[src/rtl/core/assert_macros.svh]
// Assertion macros for the bit buffer RTL.
// Depends on nothing; included by msb_first_bit_buffer_core, which checks its own logic.
`ifndef ASSERT_MACROS_SVH
`define ASSERT_MACROS_SVH

// Consequent must hold in the same cycle as the antecedent.
`define MBB_ASSERT_NOW(lbl, clk, rst_n, ante, cons, msg) \
    lbl: assert property (@(posedge clk) disable iff (!(rst_n)) (ante) |-> (cons)) \
        else $error(msg);

// Consequent must hold in the cycle after the antecedent.
`define MBB_ASSERT_NEXT(lbl, clk, rst_n, ante, cons, msg) \
    lbl: assert property (@(posedge clk) disable iff (!(rst_n)) (ante) |=> (cons)) \
        else $error(msg);

`endif

[src/rtl/core/mbb_pkg.sv]
// Package for the MSB-first bit buffer: command codes, item types and sizing.
// Used by mbb_mem, mbb_exec and msb_first_bit_buffer_core; depends on nothing.
package mbb_pkg;

    localparam int BUFFER_BYTES_DEF = 4096;
    localparam int CAP_W            = 13;
    localparam int USED_W           = 13;
    localparam int DATA_W           = 32;
    localparam int CNT_W            = 6;
    localparam int CMD_W            = 3;
    localparam int ROW_W            = 32;

    localparam logic [CAP_W-1:0] CAP_RESET = 13'd4096;

    localparam logic [CMD_W-1:0] CMD_WR_BITS  = 3'd0;
    localparam logic [CMD_W-1:0] CMD_RD_BITS  = 3'd1;
    localparam logic [CMD_W-1:0] CMD_ALIGN    = 3'd2;
    localparam logic [CMD_W-1:0] CMD_WR_BYTES = 3'd3;
    localparam logic [CMD_W-1:0] CMD_RD_BYTES = 3'd4;
    localparam logic [CMD_W-1:0] CMD_REWIND   = 3'd5;

    typedef struct packed {
        logic [CMD_W-1:0]  command;
        logic [DATA_W-1:0] data;
        logic [CNT_W-1:0]  count;
    } t_in;

    typedef struct packed {
        logic [DATA_W-1:0] read_value;
        logic              error;
        logic [USED_W-1:0] bytes_used;
    } t_out;

    // Address bits of one pair of 4-byte rows (an even row and the odd row after it).
    function automatic int pair_w(input int bytes);
        int w;
        w = $clog2((bytes + 7) >> 3);
        return (w < 1) ? 1 : w;
    endfunction

endpackage

[src/rtl/core/mbb_exec.sv]
// Execute stage: checks one item against cursor and capacity, extracts read bits
// and merges write bits into the 8-byte window. Depends on mbb_pkg.
module mbb_exec #(
    parameter int BUFFER_BYTES = mbb_pkg::BUFFER_BYTES_DEF,
    localparam int CUR_W = mbb_pkg::pair_w(BUFFER_BYTES) + 7
) (
    input  mbb_pkg::t_in                 i_item,
    input  logic [CUR_W-1:0]             i_cursor,
    input  logic [mbb_pkg::CAP_W-1:0]    i_cap,
    input  logic [2*mbb_pkg::ROW_W-1:0]  i_window,
    output logic [2*mbb_pkg::ROW_W-1:0]  o_window,
    output logic [1:0]                   o_row_we,
    output logic [CUR_W-1:0]             o_cursor,
    output mbb_pkg::t_out                o_result
);

    localparam int SUM_W = ((CUR_W > 16) ? CUR_W : 16) + 1;
    localparam logic [SUM_W-1:0] LIMIT_BITS = SUM_W'(BUFFER_BYTES * 8);

    logic [SUM_W-1:0]  cap_bits;
    logic [SUM_W-1:0]  total;
    logic [SUM_W-1:0]  cur_ext;
    logic [SUM_W-1:0]  sum;
    logic [SUM_W-1:0]  align_sum;
    logic              is_byte;
    logic [5:0]        nbits;
    logic [4:0]        off;
    logic [63:0]       shifted;
    logic [31:0]       rd_bits;
    logic [31:0]       mask32;
    logic [31:0]       d32;
    logic [63:0]       m64;
    logic [63:0]       d64;
    logic              err;
    logic              do_wr;
    logic [31:0]       rd;
    logic [CUR_W-1:0]  cur_next;
    logic [CUR_W:0]    used_sum;

    always_comb begin
        cap_bits  = SUM_W'({i_cap, 3'b000});
        total     = (cap_bits > LIMIT_BITS) ? LIMIT_BITS : cap_bits;
        cur_ext   = SUM_W'(i_cursor);
        is_byte   = (i_item.command == mbb_pkg::CMD_WR_BYTES) ||
                    (i_item.command == mbb_pkg::CMD_RD_BYTES);
        nbits     = is_byte ? {i_item.count[2:0], 3'b000} : i_item.count;
        sum       = cur_ext + SUM_W'(nbits);
        align_sum = SUM_W'({i_cursor[CUR_W-1:3], 3'b111}) + SUM_W'(1);

        // The window starts at the cursor's row; the offset is the cursor within it.
        off     = i_cursor[4:0];
        shifted = i_window << off;
        rd_bits = shifted[63:32] >> (6'd32 - nbits);

        mask32 = ~(32'hFFFF_FFFF >> nbits);
        d32    = i_item.data << (6'd32 - nbits);
        m64    = {mask32, 32'h0} >> off;
        d64    = {d32, 32'h0} >> off;

        err      = 1'b0;
        do_wr    = 1'b0;
        rd       = '0;
        cur_next = i_cursor;

        unique case (i_item.command) inside
            mbb_pkg::CMD_WR_BITS, mbb_pkg::CMD_RD_BITS: begin
                if ((i_item.count > 6'd32) || (sum > total)) begin
                    err = 1'b1;
                end else begin
                    cur_next = sum[CUR_W-1:0];
                    do_wr    = (i_item.command == mbb_pkg::CMD_WR_BITS);
                    rd       = (i_item.command == mbb_pkg::CMD_RD_BITS) ? rd_bits : '0;
                end
            end
            mbb_pkg::CMD_ALIGN: begin
                if (i_cursor[2:0] != 3'd0) begin
                    if (align_sum > total) begin
                        err = 1'b1;
                    end else begin
                        cur_next = align_sum[CUR_W-1:0];
                    end
                end
            end
            mbb_pkg::CMD_WR_BYTES, mbb_pkg::CMD_RD_BYTES: begin
                if ((i_item.count == 6'd0) || (i_item.count > 6'd4) ||
                    (i_cursor[2:0] != 3'd0) || (sum > total)) begin
                    err = 1'b1;
                end else begin
                    cur_next = sum[CUR_W-1:0];
                    do_wr    = (i_item.command == mbb_pkg::CMD_WR_BYTES);
                    rd       = (i_item.command == mbb_pkg::CMD_RD_BYTES) ? rd_bits : '0;
                end
            end
            mbb_pkg::CMD_REWIND: begin
                cur_next = '0;
            end
            default: begin
                err = 1'b1;
            end
        endcase

        used_sum = {1'b0, cur_next} + (CUR_W+1)'(7);

        o_window            = (i_window & ~m64) | (d64 & m64);
        o_row_we[1]         = do_wr && (|m64[63:32]);
        o_row_we[0]         = do_wr && (|m64[31:0]);
        o_cursor            = cur_next;
        o_result.read_value = rd;
        o_result.error      = err;
        o_result.bytes_used = mbb_pkg::USED_W'(used_sum >> 3);
    end

endmodule

[config.mk]
export PLATFORM = sky130hd
export DESIGN_NAME = mbb_exec
export DESIGN_NICKNAME = d
export VERILOG_FILES = /design/src/rtl/core/assert_macros.svh /design/src/rtl/core/mbb_pkg.sv /design/src/rtl/core/mbb_exec.sv
export SDC_FILE = /design/constraint.sdc
export NUM_CORES = 1
export LEC_CHECK = 0
export BUFFER_PORTS_ARGS = -buffer_cell sky130_fd_sc_hd__buf_2
export CAP_MARGIN = 40
export CORE_MARGIN = 10
export CORE_UTILIZATION = 40
export DETAILED_ROUTE_END_ITERATION = 6
export PLACE_DENSITY = 0.61
export REMOVE_ABC_BUFFERS = 1
export SLEW_MARGIN = 20
export SYNTH_ARGS = -nofsm -noshare
export SYNTH_HDL_FRONTEND = slang
export SYNTH_SLANG_ARGS = --single-unit
[constraint.sdc]
create_clock -name vclk -period 6.6
set_clock_uncertainty 0.05 [all_clocks]
set_input_delay 0.33 -clock vclk [all_inputs]
set_output_delay 0.33 -clock vclk [all_outputs]
set_load 0.005 [all_outputs]
==> results_dict.tcl, run 1 <==
set metrics [dict create \
    status "complete, no violations" \
    rows 72 \
    holdWs_ns 0.6100 \
    hold_path.class "in -> out" \
    routed_wl_um 82560 \
    drcViolationCount 0 \
    gp_congestion 1.007 \
    io_buffers 260 \
    vias 20300 \
    hold_path_depth 0 \
    p_clk_frac 0 \
    drtAntennaViolNets 0 \
    vdd_ir_drop_max_mv 0.06474 \
    syn_avg_cell_area_um2 7.098 \
    finalCriticalPeriod_ns 6.326 \
    grt_pass1_vias 18850 \
    slew_violations 0 \
    p_total_w 0.002319 \
    synthSimpleGateAreaFrac 0.2608 \
    seq_cells 0 \
    drive_gt1_frac 0.2617 \
    dp_hpwl_um 65950 \
    grt_max_degree 112 \
    sw_frac_of_total 0.6262 \
    drv_cap 0 \
    synth_top_family_by_area "compound AO/OA/AOI/OAI gates" \
    arrival_ns 5.95 \
    synth_xor_area_frac 0.02147 \
    path_max_fanout 24 \
    syn_area_mm2 0.01585 \
    setup_tns_ns 0 \
    grt_pass1_wl_um 122100 \
    slowest_delay_ns 0.72 \
    setup_viol 0 \
    post_drt_via_cell_ratio 7.042 \
    dieArea_mm2 0.04799 \
    fin_crit_sh 0.9585 \
    hold_viol_final 0 \
    synth-seq-area-share 0 \
    cp-end-kind "output port" \
    crit_chain "buf_2 -> buf_6 -> or3b_2 -> and3_1 -> ha_1 -> a21oi_1 -> o41a_1 -> o31ai_4 -> a21oi_1 -> or2_2 -> nor2_1 -> xor2_1 -> ha_1 -> nand3_1 -> nor3_2 -> and4_2 -> o21ai_1 -> buf_4 -> nor4_1 -> buf_4 -> nand2_1 -> buf_4 -> o22ai_1 -> buf_2" \
    first_pass_iters 6 \
    p_per_area_mw_per_mm2 131.8 \
    grt_overflow 0 \
    min_to "o_window[0]" \
    p_leak_nw 7.026 \
    synth_top_area_share 0.1634 \
    synthTopCellsByArea "mux4_2 16%, mux2i_1 6.9%, mux2_2 6.0%, nand2_1 5.6%, nor2_1 5.3%" \
    wl_per_cell_um 28.64 \
    p_int_w 0.0008670 \
    yosys-top-cells-count "235 x nand2_1, 224 x nor2_1, 148 x a21oi_1, 142 x o21ai_0, 133 x clkbuf_1" \
    synth_area_leader_cell "mux4_2" \
    nClkBuffers 0 \
    maxSlewHeadroom 0.3346 \
    yosys_warnings 0 \
    synth_fa_ha_area_frac 0.02968 \
    slowest_stage "nor4_1" \
    crit_path_frequent_cell "buf_4" \
    synth_mux_area_frac 0.2927 \
    syn2layout_area_growth_pct 11.00 \
    cts-hold-fix-buffers 0 \
    pwr-share-comb 1.000 \
    worstHoldStart "i_window[0]" \
    critPathRequiredTime_ns 6.22 \
    yosysMostFrequentCell "nand2_1" \
    grt_use_total 0.3237 \
    synth_cell_type_count 100 \
    sequentialPowerShare 0 \
    fin_cells 2883 \
    place_inst 2873 \
    ios 262 \
    tightest_slew_ns 0.9877 \
    start_util 0.4072 \
    syn_inst 2233 \
    final_net_count 2531 \
    synth-compound-area-share 0.3195 \
    die_h_um 219.1 \
    antenna_found_initial 7 \
    path_class "in -> out" \
    critPathLaunchType "input port" \
    regArea_um2 0 \
    crit_family "simple AND/OR/NAND/NOR gates" \
    cp.buffers_inverters 6 \
    drt-initial-drc-count 2852 \
    die_x_um 219.1 \
    fp.coreArea_mm2 0.03892 \
    switching_power_w 0.001452 \
    fmax_mhz 158.1 \
]
through the flow:
| stage | util | instance area (µm²) | worst slack, ns |
|---|---|---|---|
| 6_report | 0.4521 | 17590 | 0.2741 |
| 2_1_floorplan | - | 14830 | -0.4738 |
| 3_5_place_dp | 0.4495 | 17490 | 0.1937 |
| 5_1_grt | 0.4520 | 17590 | -0.003049 |
| 3_3_place_gp | 0.4492 | 17480 | 0.2973 |
| 4_1_cts | 0.4495 | 17490 | 0.1755 |
power groups by stage:
stage               clock network, W  registers, W  logic [W]
floorplan                          0             0    0.00137
global route          0.000000000122             0    0.00246
finish                0.000000000142             0    0.00232
detailed placement                 0             0    0.00224
CTS                                0             0    0.00225
global placement                   0             0    0.00223
final cells by class:
type | instances | area, µm²
Tap cell | 518 | 648.1
Inverter | 50 | 188.9
Fill cell | 4114 | 21320
Antenna cell | 7 | 17.52
Timing Repair Buffer | 351 | 2037
Multi-Input combinational cell | 1957 | 14700
layer usage:
layer | share of wire | up-vias | track usage
met1 | 0.40 | 9892 | 0.4317
met5 | 0.00016 | - | 0
li1 | - | 8965 | -
met2 | 0.47 | 1285 | 0.5294
met4 | 0.036 | 2 | 0.1048
met3 | 0.099 | 158 | 0.04292
repair_timing:
| action | 4_1_cts | 5_1_grt |
|---|---|---|
| setup endpoints to repair | 0 | 40 |
| resized for setup | 0 | 14 |
| buffers inserted | 0 | 1 |
kinds of logic (layout without fill, tap and decap cells):
| logic type | Yosys count | count (layout) |
|---|---|---|
| xor+xnor | 38 | 38 |
| simple gates | 835 | 835 |
| buf+inv | 276 | 401 |
| mux | 309 | 309 |
| compound gates | 738 | 738 |
| other cells | 0 | 7 |
| fa+ha+maj | 37 | 37 |
cells in the final DEF, fill, tap and decap left out, types with 13 or more instances in the layout:
master	instances
o221ai_1	15
nand2b_1	15
mux2_2	85
o21ai_0	141
a21o_1	20
buf_4	87
and3b_1	38
xnor2_1	30
o21a_1	19
nor2b_1	13
nor3b_1	30
inv_1	41
a211oi_1	27
o22a_1	17
o21ai_1	16
nor2_1	223
a21oi_1	147
and2_1	15
nand2_1	235
ha_1	34
o211ai_1	22
a22oi_1	24
nor3_1	70
buf_2	257
a211o_1	14
o32a_1	24
a31oi_1	33
nand3_1	68
o31ai_1	17
mux2i_1	109
nor4_1	16
mux4_2	115
o22ai_1	52
o32ai_1	24
or3_1	15
nand4_1	30
how the worst max path moves through the flow:
stage / start / to / depth (start not counted)
final: i_item[38] / o_result[28] / 24
after global routing: i_item[38] / o_result[12] / 26
after CTS: i_item[38] / o_result[9] / 24
after detailed placement: i_item[39] / o_result[9] / 25
after global placement: i_item[39] / o_result[10] / 25
after floorplan: i_item[39] / o_window[29] / 17
(Power assumes the default switching activity.)
==> run 2, diff against run 1 <==
--- a/config.mk
+++ b/config.mk
@@ -10,6 +10,7 @@
 export CORE_MARGIN = 10
 export CORE_UTILIZATION = 40
 export DETAILED_ROUTE_END_ITERATION = 6
+export GPL_TIMING_DRIVEN = 0
 export PLACE_DENSITY = 0.61
 export REMOVE_ABC_BUFFERS = 1
 export SLEW_MARGIN = 20
==> results_dict.tcl, run 2 (synthesis results as in run 1) <==
set metrics [dict create \
    status "complete, no violations" \
    drt-initial-drc-count 2582 \
    cts-hold-fix-buffers 0 \
    path_max_fanout 62 \
    fin_cells 2845 \
    drcViolationCount 0 \
    slowest_delay_ns 0.66 \
    arrival_ns 6.01 \
    vias 20060 \
    start_util 0.4072 \
    worstSetupPathDepth 17 \
    fmax_mhz 156.5 \
    crit_chain "buf_8 -> buf_16 -> or3b_2 -> and3_1 -> ha_4 -> clkinv_8 -> o311a_1 -> a211oi_1 -> nor4_1 -> a31oi_2 -> o32ai_1 -> nor2_1 -> o31ai_1 -> a21oi_1 -> a2111oi_0 -> a211o_1 -> buf_2" \
    crit_start "i_item[40]" \
    grt_overflow 0 \
    grt_use_total 0.3049 \
    p_total_w 0.002360 \
    dieArea_mm2 0.04799 \
    setup_viol 0 \
    crit_end "o_window[37]" \
    drv_cap 0 \
    fp.coreArea_mm2 0.03892 \
    vdd_ir_drop_max_mv 0.05754 \
    drtAntennaViolNets 0 \
    hold_path.class "in -> out" \
    grt_pass1_wl_um 116000 \
    drive_gt1_frac 0.2659 \
    final_cell_mix "252 x buf_2, 234 x nand2_1, 223 x nor2_1" \
    slowest_stage "a211oi_1" \
    post_drt_via_cell_ratio 7.052 \
    finalCriticalPeriod_ns 6.391 \
    fin_crit_sh 0.9683 \
    wl_per_cell_um 28.14 \
    hold_viol_final 0 \
    crit_family "compound AO/OA/AOI/OAI gates" \
    place_inst 2807 \
    first_pass_iters 6 \
    die_x_um 219.1 \
    io_buffers 260 \
    dp_hpwl_um 60730 \
    p_leak_nw 7.124 \
    n_fill_cell 4036 \
    die_h_um 219.1 \
    grt_max_degree 92 \
    antenna_found_initial 1 \
    seq_cells 0 \
    ios 262 \
    path_class "in -> out" \
    cp.buffers_inverters 4 \
    critPathLaunchType "input port" \
    holdWs_ns 0.6100 \
    nClkBuffers 0 \
    rows 72 \
    routed_wl_um 80050 \
    cp-end-kind "output port" \
    postLayoutCoreUtil 0.4660 \
    p_per_area_mw_per_mm2 130.1 \
    regArea_um2 0 \
    syn2layout_area_growth_pct 14.42 \
    final_common_cell "buf_2" \
    hold_path_depth 0 \
    final_net_count 2497 \
    tightest_slew_ns 0.8785 \
    critPathRequiredTime_ns 6.22 \
    maxSlewHeadroom 0.4081 \
    slew_violations 0 \
    grt_pass1_vias 18520 \
    gp_congestion 1.027 \
]
run 2: metal layers:
layer,GRT usage,share of wire
met1,0.3978,0.39
met2,0.5024,0.47
met3,0.03714,0.094
met4,0.1204,0.044
met5,0,0
run 2: layout make-up:
cell class / count / area (µm²) / share of cell area
diodes: 3 / 7.507 / 0.0004140
repair buffers: 317 / 2317 / 0.1278
multi-input cells: 1957 / 14930 / 0.8232
inverters: 50 / 232.7 / 0.01283
well taps: 518 / 648.1 / 0.03574
run 2: worst min path at each step:
stage	from	endpoint	slack, ns
after floorplan	i_window[0]	o_window[0]	0.61
after global placement	i_window[0]	o_window[0]	0.61
after detailed placement	i_window[0]	o_window[0]	0.61
after CTS	i_window[0]	o_window[0]	0.61
after global routing	i_window[0]	o_window[0]	0.61
final	i_window[0]	o_window[0]	0.61
run 2: report_power, final:
part | internal (W) | leakage, nW | switching [W] | total [W]
clock network | 0.0000000000611 | 0.0000190 | 0 | 0.0000000000611
registers | 0 | 0 | 0 | 0
logic | 0.000907 | 7.12 | 0.00145 | 0.00236
total | 0.000907 | 7.12 | 0.00145 | 0.00236
run 2: timing repair:
action | 4_1_cts | 5_1_grt
resized for setup | 42 | 33
buffers inserted | 11 | 13
pin swaps | 6 | 8
cloned | 3 | 6
hold endpoints to repair | 0 | 0
endpoints found under the setup margin | 115 | 78
run 2: through the flow:
step | setup TNS [ns] | setup WS (ns) | area (µm²)
after floorplan | -7.513 | -0.4738 | 14830
after global placement | -589.79 | -5.483 | 16780
after detailed placement | -71.27 | -1.356 | 17330
after CTS | 0 | 0.006870 | 17710
after global routing | -0.003284 | -0.003284 | 18130
final | 0 | 0.2093 | 18130
==> run 3, diff against run 2 <==
--- a/config.mk
+++ b/config.mk
@@ -8,10 +8,10 @@
 export BUFFER_PORTS_ARGS = -buffer_cell sky130_fd_sc_hd__buf_2
 export CAP_MARGIN = 40
 export CORE_MARGIN = 10
-export CORE_UTILIZATION = 40
+export CORE_UTILIZATION = 60
 export DETAILED_ROUTE_END_ITERATION = 6
 export GPL_TIMING_DRIVEN = 0
-export PLACE_DENSITY = 0.61
+export PLACE_DENSITY = 0.83
 export REMOVE_ABC_BUFFERS = 1
 export SLEW_MARGIN = 20
 export SYNTH_ARGS = -nofsm -noshare
==> constraint.sdc (replaced) <==
create_clock -name vclk -period 7.2
set_clock_uncertainty 0.05 [all_clocks]
set_input_delay 0.36 -clock vclk [all_inputs]
set_output_delay 0.36 -clock vclk [all_outputs]
set_load 0.005 [all_outputs]
==> results_dict.tcl, run 3 (synthesis results as in run 1) <==
set metrics [dict create \
    routed_wl_um 72650 \
    tightest_slew_ns 1.002 \
    path_max_fanout 50 \
    sequentialPowerShare 0 \
    drv_cap 0 \
    drcViolationCount 0 \
    pwr-share-comb 1.000 \
    grt_max_degree 109 \
    maxSlewHeadroom 0.3321 \
    grt_use_total 0.4041 \
    hold_viol_final 0 \
    grt_pass1_wl_um 110300 \
    postLayoutCoreUtil 0.6673 \
    final_cell_mix "254 x buf_2, 234 x nand2_1, 223 x nor2_1" \
    holdWs_ns 0.6700 \
    regArea_um2 0 \
    finalCriticalPeriod_ns 7.044 \
    gp_congestion 1.073 \
    n_fill_cell 2342 \
    grt_overflow 0 \
    dp_hpwl_um 55910 \
    final_net_count 2476 \
    fmax_mhz 142.0 \
    die_h_um 182.5 \
    wl_per_cell_um 27.54 \
    fin_ws_ns 0.1561 \
    path_class "in -> out" \
    sw_frac_of_total 0.6206 \
    vias 20590 \
    p_int_w 0.0007999 \
    die_x_um 182.5 \
    critPathRequiredTime_ns 6.79 \
    place_inst 2625 \
    hold_path.class "in -> out" \
    arrival_ns 6.63 \
    first_pass_iters 6 \
    ios 262 \
    rows 59 \
    p_leak_nw 6.897 \
    antenna_cells 0 \
    fp.coreArea_mm2 0.02606 \
    p_clk_frac 0 \
    final_common_cell "buf_2" \
    start_util 0.6082 \
    p_per_area_mw_per_mm2 121.3 \
    vdd_ir_drop_max_mv 0.09866 \
    fin_cells 2638 \
    switching_power_w 0.001308 \
    hold_path_depth 0 \
    post_drt_via_cell_ratio 7.804 \
    nClkBuffers 0 \
    seq_cells 0 \
    critPathLaunchType "input port" \
    syn2layout_area_growth_pct 9.710 \
    drtAntennaViolNets 0 \
    io_buffers 260 \
    antenna_found_initial 2 \
    drive_gt1_frac 0.2518 \
    drt-initial-drc-count 3952 \
    setup_viol 0 \
    slew_violations 0 \
    preCtsSetupSlack_ns -1.155 \
    fin_crit_sh 0.9783 \
    status "complete, no violations" \
    grt_pass1_vias 18810 \
    cp-end-kind "output port" \
    dieArea_mm2 0.03332 \
    setup_tns_ns 0 \
]
==> run 3: cell count changes in the layout (fill, tap and decap cells not counted), sizes merged <==
cell,before,now
buf,308,293
bufbuf,3,1
diode,3,0
clkbuf,6,2
==> run 3: timing repair <==
action                     4_1_cts  5_1_grt
buffers inserted                 4        4
gates resized for setup         15       24
pin swaps                        3        3
hold buffers                     0        0
cloned                           1        0
setup endpoints to repair      101       72
==> run 3: final timing paths <==
| kind | to | slack (ns) | start |
|---|---|---|---|
| max | o_window[19] | 0.16 | i_item[39] |
| min | o_window[0] | 0.67 | i_window[0] |
==> run 3: layout make-up <==
type,count,area (µm²),area share
tap,335,419.2,0.02411
inverter,50,214.0,0.01230
multi-input combinational,1957,14800,0.8513
timing repair buffer,296,1953,0.1123
==> run 3: critical path, stage by stage <==
cell and delay [ns]:
buf_8 0.21, buf_16 0.25, nand3b_1 0.43, and3_1 0.43, ha_2 0.64, clkinv_2 0.58
buf_12 0.37, o311a_1 0.17, a211oi_2 0.42, nor4_1 0.10, a31oi_1 0.62, mux2i_1 0.33
a22o_1 0.32, o221ai_1 0.52, o21ai_0 0.36, mux2_2 0.35, buf_2 0.13
==> run 3: per-layer routing <==
| layer | routed length (µm) | track usage | vias to the layer above |
|---|---|---|---|
| met5 | 57 | 0 | - |
| met4 | 4569 | 0.1988 | 4 |
| met3 | 10640 | 0.1052 | 382 |
| met2 | 31420 | 0.6188 | 1774 |
| met1 | 25960 | 0.5157 | 9554 |
| li1 | - | - | 8873 |
==> run 3: per-stage QoR <==
stage	power, W	area [µm²]
floorplan	0.001252	14830
global placement	0.001916	16550
detailed placement	0.001971	17110
CTS	0.001991	17230
global route	0.002218	17390
finish	0.002108	17390
==> run 3: power by group through the flow <==
stage / sequential, W / combinational [W] / clock (W)
floorplan: 0 / 0.00125 / 0
global placement: 0 / 0.00192 / 0
detailed placement: 0 / 0.00197 / 0
CTS: 0 / 0.00199 / 0
global route: 0 / 0.00222 / 0
finish: 0 / 0.00211 / 0
